`config.mk`:
```
export PLATFORM = sky130hd
export DESIGN_NAME = firmware_download_protocol_top
export DESIGN_NICKNAME = d
export VERILOG_FILES = /design/src/rtl/fdp_pkg.sv /design/src/rtl/fdp_core.sv /design/src/rtl/fdp_drain.sv /design/src/rtl/firmware_download_protocol_top.sv
export SDC_FILE = /design/constraint.sdc
export NUM_CORES = 1
export LEC_CHECK = 0
export ABC_AREA = 1
export BUFFER_PORTS_ARGS = -buffer_cell sky130_fd_sc_hd__buf_2
export CORE_UTILIZATION = 55
export DETAILED_ROUTE_END_ITERATION = 8
export PLACE_DENSITY = 0.77
export SLEW_MARGIN = 40
export SYNTH_ARGS = -nofsm -noshare
export SYNTH_HDL_FRONTEND = slang
export SYNTH_SLANG_ARGS = --single-unit
```
`constraint.sdc`:
```
create_clock -name clk_i -period 6.2 [get_ports clk_i]
set_input_delay 0.62 -clock clk_i [delete_from_list [all_inputs] [get_ports clk_i]]
set_output_delay 0.62 -clock clk_i [all_outputs]
set_load 0.005 [all_outputs]
```
`src/rtl/fdp_pkg.sv`:
```
// Package for the firmware download engine: result events, phases, bundle
// and context structs, register indexes and protocol byte codes.
// No dependencies.
`default_nettype none

package fdp_pkg;

  localparam int unsigned ChunkBytes = 1024;
  localparam int unsigned CntW       = $clog2(ChunkBytes) + 1;

  // configuration register indexes
  localparam logic RegUpdateReq = 1'b0;
  localparam logic RegMark      = 1'b1;

  // request word values
  localparam logic [31:0] ReqUpdate = 32'h5555_5555;
  localparam logic [31:0] ReqWait   = 32'hFFFF_FFFF;

  // link bytes
  localparam logic [7:0] BSession = 8'h10;
  localparam logic [7:0] BSessAck = 8'h20;
  localparam logic [7:0] BProbe   = 8'h55;
  localparam logic [7:0] BProbeAk = 8'hAA;
  localparam logic [7:0] BNack    = 8'h7F;
  localparam logic [7:0] BDload   = 8'h34;
  localparam logic [7:0] BDlAck   = 8'h30;
  localparam logic [7:0] BHdrAck  = 8'h44;
  localparam logic [7:0] BChunk   = 8'h36;
  localparam logic [7:0] BChAck   = 8'h38;
  localparam logic [7:0] BChDone  = 8'h46;
  localparam logic [7:0] BExit    = 8'h37;
  localparam logic [7:0] BExitAck = 8'h47;

  // result kinds
  localparam logic [1:0] KindTx    = 2'd0;
  localparam logic [1:0] KindErase = 2'd1;
  localparam logic [1:0] KindProg  = 2'd2;
  localparam logic [1:0] KindReset = 2'd3;

  localparam int unsigned TdataW = 80;

  typedef enum logic [4:0] {
    PH_SESSION  = 5'b00001,
    PH_DOWNLOAD = 5'b00010,
    PH_TRANSFER = 5'b00100,
    PH_EXIT     = 5'b01000,
    PH_DONE     = 5'b10000
  } phase_e;

  // what sequence of results one input item produces
  typedef enum logic [2:0] {
    EV_SEND  = 3'd0,  // one tx byte
    EV_SKIP  = 3'd1,  // 0x20, erase 1
    EV_HDR   = 3'd2,  // 0x44, erase 2..5
    EV_EMPTY = 3'd3,  // 0x38, 0x46
    EV_PROG  = 3'd4,  // program word, optionally 0x46
    EV_EXIT  = 3'd5   // 0x47, erase 1, three mark words, reset
  } ev_e;

  typedef struct packed {
    ev_e         ev;
    logic [2:0]  n;      // result count, 0 = none
    logic [7:0]  tx;
    logic [31:0] addr;
    logic [31:0] data;
  } bundle_t;

  typedef struct packed {
    logic [31:0] mark;
    logic [31:0] first;
    logic [31:0] entry;
    logic [31:0] size;
  } ctx_t;

  typedef struct packed {
    logic [1:0]  kind;
    logic [7:0]  tx;
    logic [2:0]  sector;
    logic [31:0] addr;
    logic [31:0] data;
  } result_t;

endpackage

`default_nettype wire

```
`src/rtl/fdp_core.sv`:
```
// Protocol state and per-beat decode of the download engine.
// Depends on fdp_pkg.
`default_nettype none

module fdp_core (
  input  wire logic              clk_i,
  input  wire logic              rst_ni,
  input  wire logic              in_valid_i,
  input  wire logic              in_mode_i,
  input  wire logic [7:0]        in_byte_i,
  input  wire logic [31:0]       req_word_i,
  input  wire logic [31:0]       mark_i,
  input  wire logic              free_i,
  output logic                   fire_o,
  output logic                   load_o,
  output fdp_pkg::bundle_t       bundle_o,
  output fdp_pkg::ctx_t          ctx_o
);

  fdp_pkg::phase_e phase_q, phase_d;
  logic sub_q, sub_d;
  logic [3:0] hc_q, hc_d;
  logic [31:0] hs_q, hs_d;
  logic [31:0] entry_q, entry_d, size_q, size_d, first_q, first_d;
  logic [31:0] rem_q, rem_d, pa_q, pa_d;
  logic [fdp_pkg::CntW-1:0] cc_q, cc_d;
  logic [23:0] wa_q, wa_d;
  logic [1:0] lane_q, lane_d;

  fdp_pkg::bundle_t bd;
  logic [fdp_pkg::CntW-1:0] len, cc_inc;
  logic [31:0] word, rem_sub, hs_new;
  logic [3:0] hc_inc;
  logic chunk_end;

  always_comb begin
    if (rem_q != 32'd0 && rem_q <= 32'(fdp_pkg::ChunkBytes)) begin
      len = rem_q[fdp_pkg::CntW-1:0];
    end else begin
      len = fdp_pkg::CntW'(fdp_pkg::ChunkBytes);
    end
    cc_inc    = cc_q + 1'b1;
    chunk_end = cc_inc >= len;
    rem_sub   = (rem_q > 32'(len)) ? rem_q - 32'(len) : 32'd0;
    hs_new    = {hs_q[23:0], in_byte_i};
    hc_inc    = hc_q + 4'd1;
    case (lane_q)
      2'd0:    word = {24'd0, in_byte_i};
      2'd1:    word = {8'd0, wa_q} | {16'd0, in_byte_i, 8'd0};
      2'd2:    word = {8'd0, wa_q} | {8'd0, in_byte_i, 16'd0};
      default: word = {in_byte_i, wa_q};
    endcase
  end

  always_comb begin
    phase_d = phase_q;  sub_d = sub_q;     hc_d = hc_q;     hs_d = hs_q;
    entry_d = entry_q;  size_d = size_q;   first_d = first_q;
    rem_d   = rem_q;    pa_d = pa_q;       cc_d = cc_q;     wa_d = wa_q;
    lane_d  = lane_q;
    bd      = '{ev: fdp_pkg::EV_SEND, n: 3'd0, tx: 8'd0, addr: 32'd0, data: 32'd0};

    unique case (phase_q)
      fdp_pkg::PH_SESSION: begin
        if (req_word_i == fdp_pkg::ReqUpdate) begin
          bd.ev = fdp_pkg::EV_SKIP;  bd.n = 3'd2;
          phase_d = fdp_pkg::PH_DOWNLOAD;  sub_d = 1'b0;
        end else if (in_mode_i && req_word_i == fdp_pkg::ReqWait) begin
          bd.n = 3'd1;
          if (in_byte_i == fdp_pkg::BSession) begin
            bd.tx = fdp_pkg::BSessAck;
            phase_d = fdp_pkg::PH_DOWNLOAD;  sub_d = 1'b0;
          end else if (in_byte_i == fdp_pkg::BProbe) begin
            bd.tx = fdp_pkg::BProbeAk;
          end else begin
            bd.tx = fdp_pkg::BNack;  sub_d = 1'b0;
          end
        end
      end
      fdp_pkg::PH_DOWNLOAD: begin
        if (in_mode_i) begin
          if (!sub_q) begin
            bd.n = 3'd1;
            if (in_byte_i == fdp_pkg::BDload) begin
              bd.tx = fdp_pkg::BDlAck;
              sub_d = 1'b1;  hc_d = 4'd0;  hs_d = 32'd0;
            end else begin
              bd.tx = fdp_pkg::BNack;
              phase_d = fdp_pkg::PH_SESSION;  sub_d = 1'b0;
            end
          end else begin
            hs_d = hs_new;
            hc_d = hc_inc;
            if (hc_inc == 4'd4) begin
              entry_d = hs_new;
            end else if (hc_inc == 4'd8) begin
              size_d = hs_new;
            end else if (hc_inc >= 4'd12) begin
              first_d = hs_new;  rem_d = size_q;  pa_d = hs_new;  hc_d = 4'd0;
              bd.ev = fdp_pkg::EV_HDR;  bd.n = 3'd5;
              phase_d = fdp_pkg::PH_TRANSFER;  sub_d = 1'b0;
            end
          end
        end
      end
      fdp_pkg::PH_TRANSFER: begin
        if (in_mode_i) begin
          if (!sub_q) begin
            if (in_byte_i == fdp_pkg::BChunk) begin
              if (rem_q == 32'd0) begin
                bd.ev = fdp_pkg::EV_EMPTY;  bd.n = 3'd2;
                phase_d = fdp_pkg::PH_EXIT;
              end else begin
                bd.n = 3'd1;  bd.tx = fdp_pkg::BChAck;
                sub_d = 1'b1;  cc_d = '0;  lane_d = 2'd0;  wa_d = 24'd0;
              end
            end else begin
              bd.n = 3'd1;  bd.tx = fdp_pkg::BNack;
              phase_d = fdp_pkg::PH_SESSION;  sub_d = 1'b0;
            end
          end else begin
            cc_d = cc_inc;
            if (lane_q == 2'd3 || chunk_end) begin
              bd.ev = fdp_pkg::EV_PROG;  bd.n = 3'd1;
              bd.addr = pa_q;  bd.data = word;
              pa_d = pa_q + 32'd4;  wa_d = 24'd0;  lane_d = 2'd0;
            end else begin
              wa_d = word[23:0];  lane_d = lane_q + 2'd1;
            end
            if (chunk_end) begin
              bd.n = 3'd2;
              rem_d = rem_sub;  cc_d = '0;  sub_d = 1'b0;
              if (rem_sub == 32'd0) phase_d = fdp_pkg::PH_EXIT;
            end
          end
        end
      end
      fdp_pkg::PH_EXIT: begin
        if (in_mode_i) begin
          if (in_byte_i == fdp_pkg::BExit) begin
            bd.ev = fdp_pkg::EV_EXIT;  bd.n = 3'd6;
            phase_d = fdp_pkg::PH_DONE;
          end else begin
            bd.n = 3'd1;  bd.tx = fdp_pkg::BNack;
            phase_d = fdp_pkg::PH_SESSION;  sub_d = 1'b0;
          end
        end
      end
      fdp_pkg::PH_DONE: begin
        // frozen until reset
      end
      default: begin
        phase_d = fdp_pkg::PH_SESSION;
      end
    endcase
  end

  // results go to the drainer; a beat with none needs no free slot
  assign fire_o   = in_valid_i && (bd.n == 3'd0 || free_i);
  assign load_o   = fire_o && bd.n != 3'd0;
  assign bundle_o = bd;
  assign ctx_o    = '{mark: mark_i, first: first_q, entry: entry_q, size: size_q};

  always_ff @(posedge clk_i or negedge rst_ni) begin
    if (!rst_ni) begin
      phase_q <= fdp_pkg::PH_SESSION;
      sub_q   <= 1'b0;
      hc_q    <= 4'd0;
      hs_q    <= 32'd0;
      entry_q <= 32'd0;
      size_q  <= 32'd0;
      first_q <= 32'd0;
      rem_q   <= 32'd0;
      pa_q    <= 32'd0;
      cc_q    <= '0;
      wa_q    <= 24'd0;
      lane_q  <= 2'd0;
    end else if (fire_o) begin
      phase_q <= phase_d;
      sub_q   <= sub_d;
      hc_q    <= hc_d;
      hs_q    <= hs_d;
      entry_q <= entry_d;
      size_q  <= size_d;
      first_q <= first_d;
      rem_q   <= rem_d;
      pa_q    <= pa_d;
      cc_q    <= cc_d;
      wa_q    <= wa_d;
      lane_q  <= lane_d;
    end
  end

endmodule

`default_nettype wire

```
`src/rtl/fdp_drain.sv`:
```
// Result register of the download engine: holds one beat's results and
// hands them out one per cycle while ready_i is high. Depends on fdp_pkg.
`default_nettype none

module fdp_drain (
  input  wire logic                        clk_i,
  input  wire logic                        rst_ni,
  input  wire logic                        load_i,
  input  wire fdp_pkg::bundle_t            bundle_i,
  input  wire fdp_pkg::ctx_t               ctx_i,
  output logic                             free_o,
  output logic                             valid_o,
  input  wire logic                        ready_i,
  output logic [fdp_pkg::TdataW-1:0]       data_o,
  output logic [1:0]                       user_o,
  output logic                             last_o
);

  logic             bv_q;
  logic [2:0]       idx_q;
  fdp_pkg::bundle_t bd_q;
  fdp_pkg::result_t res;
  logic             is_last, take;

  assign is_last = idx_q == (bd_q.n - 3'd1);
  assign take    = bv_q && ready_i;
  assign free_o  = !bv_q || (take && is_last);

  always_comb begin
    res = '{kind: fdp_pkg::KindTx, tx: 8'd0, sector: 3'd0, addr: 32'd0, data: 32'd0};
    case (bd_q.ev)
      fdp_pkg::EV_SEND: begin
        res.tx = bd_q.tx;
      end
      fdp_pkg::EV_SKIP: begin
        if (idx_q == 3'd0) begin
          res.tx = fdp_pkg::BSessAck;
        end else begin
          res.kind = fdp_pkg::KindErase;  res.sector = 3'd1;
        end
      end
      fdp_pkg::EV_HDR: begin
        if (idx_q == 3'd0) begin
          res.tx = fdp_pkg::BHdrAck;
        end else begin
          res.kind = fdp_pkg::KindErase;  res.sector = idx_q + 3'd1;
        end
      end
      fdp_pkg::EV_EMPTY: begin
        res.tx = (idx_q == 3'd0) ? fdp_pkg::BChAck : fdp_pkg::BChDone;
      end
      fdp_pkg::EV_PROG: begin
        if (idx_q == 3'd0) begin
          res.kind = fdp_pkg::KindProg;  res.addr = bd_q.addr;  res.data = bd_q.data;
        end else begin
          res.tx = fdp_pkg::BChDone;
        end
      end
      fdp_pkg::EV_EXIT: begin
        case (idx_q)
          3'd0: res.tx = fdp_pkg::BExitAck;
          3'd1: begin
            res.kind = fdp_pkg::KindErase;  res.sector = 3'd1;
          end
          3'd2: begin
            res.kind = fdp_pkg::KindProg;  res.addr = ctx_i.mark;
            res.data = ctx_i.first;
          end
          3'd3: begin
            res.kind = fdp_pkg::KindProg;  res.addr = ctx_i.mark + 32'd4;
            res.data = ctx_i.entry;
          end
          3'd4: begin
            res.kind = fdp_pkg::KindProg;  res.addr = ctx_i.mark + 32'd8;
            res.data = ctx_i.size;
          end
          default: res.kind = fdp_pkg::KindReset;
        endcase
      end
      default: begin
        res.tx = 8'd0;
      end
    endcase
  end

  assign valid_o = bv_q;
  assign last_o  = is_last;
  assign user_o  = res.kind;
  assign data_o  = {5'd0, res.data, res.addr, res.sector, res.tx};

  always_ff @(posedge clk_i or negedge rst_ni) begin
    if (!rst_ni) begin
      bv_q  <= 1'b0;
      idx_q <= 3'd0;
    end else if (load_i) begin
      bv_q  <= 1'b1;
      idx_q <= 3'd0;
    end else if (take) begin
      if (is_last) bv_q <= 1'b0;
      idx_q <= idx_q + 3'd1;
    end
  end

  always_ff @(posedge clk_i) begin
    if (load_i) bd_q <= bundle_i;
  end

endmodule

`default_nettype wire

```
`src/rtl/firmware_download_protocol_top.sv`:
```
// Top level of the firmware download engine: input register, configuration
// registers, protocol core and result drainer. Depends on fdp_pkg,
// fdp_core and fdp_drain.
//
// Usage
//  - Slave stream: one beat per poll tick or received link byte.
//    tuser = mode (0 poll, 1 byte), tdata = rx_byte.
//  - Master stream: one beat per result. tuser = kind (0 transmit, 1 erase,
//    2 program, 3 reset). tdata from bit 0 up: tx_byte[7:0], sector[10:8],
//    word_address[42:11], word_data[74:43], zero pad [79:75]. tlast marks
//    the final result of an input beat.
//  - Config: write cfg_we_i with cfg_idx_i 0 (update request word) or
//    1 (mark address); only while the engine is idle.
//  - Path: a beat accepted into the input register is decoded by the core and
//    loaded into the result register, which presents its first result.
//  - Throughput: the result register drains one result per cycle while tready
//    is high; a beat with n results (1 to 6) holds it until the last is taken,
//    beats without results need no slot. Single-result beats: one per cycle.
//  - Stall: while the receiver holds tready low the result holds; the input
//    register still takes a beat; tready drops while it holds one with results.
//  - Reset: session phase, request word 0xFFFFFFFF, mark address 0, both
//    stream stages empty.
`default_nettype none

module firmware_download_protocol_top (
  input  wire logic        clk_i,
  input  wire logic        rst_ni,
  input  wire logic        s_axis_tvalid_i,
  output logic             s_axis_tready_o,
  input  wire logic [7:0]  s_axis_tdata_i,   // rx_byte
  input  wire logic        s_axis_tuser_i,   // mode
  output logic             m_axis_tvalid_o,
  input  wire logic        m_axis_tready_i,
  output logic [79:0]      m_axis_tdata_o,   // tx_byte, sector, word_address,
                                             // word_data, pad
  output logic [1:0]       m_axis_tuser_o,   // kind
  output logic             m_axis_tlast_o,
  input  wire logic        cfg_we_i,
  input  wire logic        cfg_idx_i,
  input  wire logic [31:0] cfg_data_i
);

  logic        in_valid_q, in_mode_q;
  logic [7:0]  in_byte_q;
  logic [31:0] req_word_q, mark_q;
  logic        fire, load, free;
  fdp_pkg::bundle_t bundle;
  fdp_pkg::ctx_t    ctx;

  // input register frees as soon as the core consumes its beat
  assign s_axis_tready_o = !in_valid_q || fire;

  always_ff @(posedge clk_i or negedge rst_ni) begin
    if (!rst_ni) begin
      in_valid_q <= 1'b0;
    end else if (s_axis_tvalid_i && s_axis_tready_o) begin
      in_valid_q <= 1'b1;
    end else if (fire) begin
      in_valid_q <= 1'b0;
    end
  end

  always_ff @(posedge clk_i) begin
    if (s_axis_tvalid_i && s_axis_tready_o) begin
      in_mode_q <= s_axis_tuser_i;
      in_byte_q <= s_axis_tdata_i;
    end
  end

  always_ff @(posedge clk_i or negedge rst_ni) begin
    if (!rst_ni) begin
      req_word_q <= fdp_pkg::ReqWait;
      mark_q     <= 32'd0;
    end else if (cfg_we_i) begin
      unique case (cfg_idx_i)
        fdp_pkg::RegUpdateReq: req_word_q <= cfg_data_i;
        fdp_pkg::RegMark:      mark_q     <= cfg_data_i;
      endcase
    end
  end

  fdp_core u_core (
    .clk_i      (clk_i),
    .rst_ni     (rst_ni),
    .in_valid_i (in_valid_q),
    .in_mode_i  (in_mode_q),
    .in_byte_i  (in_byte_q),
    .req_word_i (req_word_q),
    .mark_i     (mark_q),
    .free_i     (free),
    .fire_o     (fire),
    .load_o     (load),
    .bundle_o   (bundle),
    .ctx_o      (ctx)
  );

  fdp_drain u_drain (
    .clk_i    (clk_i),
    .rst_ni   (rst_ni),
    .load_i   (load),
    .bundle_i (bundle),
    .ctx_i    (ctx),
    .free_o   (free),
    .valid_o  (m_axis_tvalid_o),
    .ready_i  (m_axis_tready_i),
    .data_o   (m_axis_tdata_o),
    .user_o   (m_axis_tuser_o),
    .last_o   (m_axis_tlast_o)
  );

endmodule

`default_nettype wire

```
==> impl_results.md <==
* Status: finished, final reports clean
* Nets at 2839
* Fmax at 201 MHz
* Largest net degree at the start of global routing at 149
* Top_reg_cell synth: dfrtp_1
* Synth area leaders: dfrtp_1 (31%), edfxtp_1 (12%), nand2_1 (11%), o21ai_0 (8.2%), inv_1 (4.6%)
* Synthesis-stage register bit count at 385
* Reg2reg setup slack at 1.22 ns
* Post-CTS Resized at 0
* Vias in the first global route at 18854
* Max-cap violations at 0
* Worst r2r src: u_core.rem_q[6]$_DFFE_PN0P_
* Worst reg2reg path depth at 23
* Number of port buffers at 126
* Die ar. at 0.0398 mm²
* Post-synthesis simple-gate area fraction at 24.2%
* Initial core utilization at 56.4%
* Worst EP arrival at 5.44 ns
* Drt wl/cell at 20.5 µm
* Clk Latency, worst-skew pair at 0.61 ns
* Crit. End Element: flop
* Final setup fails at 0
* Leakage at 11.0 nW
* Largest family of logic cells by synthesized area: simple AND/OR/NAND/NOR gates
* Fin cells at 3309
* Clock-pin slew on the worst setup and hold paths at 0.06 ns
* Final Hold Fails at 0
* Synth-to-layout area growth at 11.2%
* TritonRoute pass-1 iters at 5
* Post-CTS setup buffers at 0
* Maximum vdd drop at 0.238 mV
* Area of the multi-input gates at 0.00972 mm²
* Top-area cell type share of the netlist area at 31.2%
* Root buffer cell: clkbuf_16
* Final instance area at 0.0238 mm²
* Initial antenna violation count at 0
* Mux cell area share after synthesis at 0%
* Critical Path RT at 6.66 ns
* Fin crit share at 80.3%
* RSZ-0062 raised after global routing: no
* Number of diodes at 0
* IO Pins at 132
* Mapped Area at 0.0214 mm²
* Row count at 71
* HP Class: in2async
* End of the critical path: u_core.pa_q[10]$_DFFE_PN0P_
* First-pass GRT wire length at 105000 µm
* Routed via count at 19810
* Routed WL at 67800 µm
* Startpoint class of the critical path: flop
* Gpl congestion at 1.02
* Synth Area in Compound Gates at 16.9%
* Seq/Total Area, Yosys at 47.1%
* Post-synth EDFFs at 85
* Hold Buf Count CTS at 0
* Worst Clk Skew at 0.0556 ns
* Core Area at 0.0380 mm²
* Synth warn at 0
* Clk sink count at 385
* Reg area at 0.0101 mm²
* Crit path launch: u_core.rem_q[6]$_DFFE_PN0P_
* Async S/R FF share, synth at 77.9%
* Die H at 199 µm
* Final HPWL DP at 47300 µm
* Layout cells sized above 1 at 11.8%
* Clock Tree Buf Depth at 3
* Placed Instance Area at 0.0224 mm²
* Max_slew headroom at 44.7%
* Post-layout minimum cycle time at 4.98 ns
* GRT Total Usage at 34.7%
* H-tree Lvls at 2
* Setup TNS after final layout at 0 ns
* Post-DRT Antenna Nets at 0
* Least-Margin Pin Slew at 0.821 ns
* Post-Syn Instances at 2704
* Dpl cells at 3230
* Post-Synth Adder-Cell Area at 1.63%
* Vias/cell at 5.99
* DRC at 0
* CTS tree: done
* FF-to-FF End: u_core.pa_q[10]$_DFFE_PN0P_
* Leading area contributor after synthesis: dfrtp_1
* Chip width at 199 µm
* Mean Syn Cell Area at 7.93 µm²
* CP Class: reg2reg
* Pwr/cell area at 316 mW/mm²
* Fillers at 3360
* DRT iter0 DRCs at 1950
* Final Max Slew Viols at 0
* CTS Buf Count at 42
* Grt ovf at 0
* Max FO, Critical Path at 37
* Number of library cell types mapped by synthesis at 68
* Post-synthesis xor/xnor area fraction at 2.21%
==> final cells by class <==
class | instances | area share (%)
Clock buffer | 56 | 4.88
Clock inverter | 22 | 1.06
Inverter | 278 | 4.39
Multi-Input combinational cell | 1903 | 40.8
Sequential cell | 385 | 42.4
Tap cell | 511 | 2.68
Timing Repair Buffer | 154 | 3.80
==> cells in the final DEF (no fill, tap or decap), types with 12 or more instances in the layout <==
cell / Yosys / layout
nand2_1: 605 / 604
o21ai_0: 353 / 353
dfrtp_1: 267 / 267
inv_1: 260 / 257
nor2_1: 236 / 236
nand3_1: 192 / 192
buf_2: 19 / 126
a21oi_1: 87 / 87
edfxtp_1: 85 / 85
o21ai_1: 50 / 50
xor2_1: 48 / 48
nand4_1: 44 / 44
clkbuf_16: 0 / 42
nor3_1: 38 / 35
dfstp_2: 33 / 33
ha_1: 28 / 27
a32o_1: 24 / 24
buf_4: 12 / 22
a22o_1: 21 / 21
inv_2: 15 / 17
o21bai_1: 16 / 16
nor4_1: 15 / 15
o211ai_1: 14 / 14
clkinv_2: 1 / 14
a221oi_1: 13 / 13
a22oi_1: 12 / 12
==> worst max-delay path, stage by stage, from the launching register on <==
cell,delay (ns)
dfrtp_1,0.46
nor2_1,0.13
nand2_1,0.07
nor2_2,0.16
nand2_1,0.10
nand2_1,0.12
nand3_4,0.25
clkinv_1,0.24
nand2_1,0.09
ha_1,0.33
a21oi_1,0.16
o21ai_0,0.09
a21oi_1,0.12
nand3_1,0.25
nand3_1,0.17
nand4_1,0.12
or2_1,0.28
nand2_2,0.09
nand2_4,0.08
a21oi_4,0.44
nand2_2,0.39
clkinv_2,0.48
nand2_1,0.11
o21ai_0,0.09
==> cell usage after synthesis, drive strengths merged (2+ instances only) <==
library cell  number
o41ai              2
clkinv             3
nand3b             9
ha                28
dfstp             33
nor3              43
a21boi             2
nand3            197
edfxtp            85
a31oi              5
nor4              16
a22o              21
nand2            623
o21bai            17
a32o              24
o21ai            403
o22ai              3
xor2              48
o211ai            15
o221ai             7
nand4             44
nor2             249
o31ai              3
o21a               2
buf               42
conb               2
xnor2              6
clkbuf           100
dfrtp            267
a21oi             89
inv              275
a221oi            13
or2                2
a22oi             12
nor4b              2
==> state kept, by name, indices dropped and copies added, names as in the netlist <==
register / flops
u_core.hs_q: 24
mark_q: 32
u_core.wa_q: 24
in_valid_q: 1
u_drain.valid_o: 1
u_core.hc_q: 4
u_core.pa_q: 32
u_core.size_q: 32
u_core.first_q: 32
u_core.rem_q: 32
u_core.sub_q: 1
u_drain.bd_q: 76
req_word_q: 32
u_core.phase_q: 5
in_byte_q: 8
u_core.entry_q: 32
u_drain.idx_q: 3
u_core.cc_q: 11
u_core.lane_q: 2
in_mode_q: 1
==> cells by family (layout without fill, tap and decap cells) <==
group                      after synthesis  after routing
xor gates and xnor gates                54             54
buffers and inverters                  420            510
AOI/OAI and AO/OA                      625            625
adders and majority gates               28             28
DFF                                    385            385
other                                    2              6
and+or+nand+nor                       1190           1190
==> worst min path at each step <==
stage | from | endpoint | slack, ns | depth (start not counted)
final | rst_ni | mark_q[10]$_DFFE_PN0P_ | 0.008 | 1
after global routing | rst_ni | mark_q[14]$_DFFE_PN0P_ | 0.03 | 1
after floorplan | rst_ni | in_valid_q$_DFFE_PN0P_ | 0.32 | 0
after global placement | u_core.hs_q[23]$_DFFE_PN0P_ | u_core.first_q[31]$_DFFE_PN0P_ | 0.46 | 2
after detailed placement | u_core.wa_q[8]$_DFFE_PN0P_ | u_core.wa_q[8]$_DFFE_PN0P_ | 0.47 | 2
after CTS | rst_ni | mark_q[14]$_DFFE_PN0P_ | 0.03 | 1
==> power breakdown <==
part | switching [mW] | internal, mW
combinational | 1.27 | 0.524
clock | 1.10 | 1.47
sequential | 0.299 | 2.87
total | 2.67 | 4.86
==> stage by stage <==
step           utilization, %  hold slack, ns  setup WS, ns  power [mW]
2_1_floorplan               -           0.324         0.991        4.36
3_3_place_gp             58.7           0.460          1.45        4.89
3_5_place_dp             58.9           0.469          1.32        4.94
4_1_cts                  62.6          0.0251          1.28        7.51
5_1_grt                  62.7          0.0333         0.739        7.86
6_report                 62.7         0.00792          1.22        7.53
==> routing by layer <==
| layer | vias up | global-route usage (%) | wire length, µm |
|---|---|---|---|
| li1 | 9198 | - | - |
| met1 | 9487 | 45.2 | 27200 |
| met2 | 922 | 56.1 | 31600 |
| met3 | 203 | 5.06 | 5300 |
| met4 | 0 | 18.7 | 3740 |
| met5 | - | 0 | 0 |
Power figures use the tool's default switching activity.
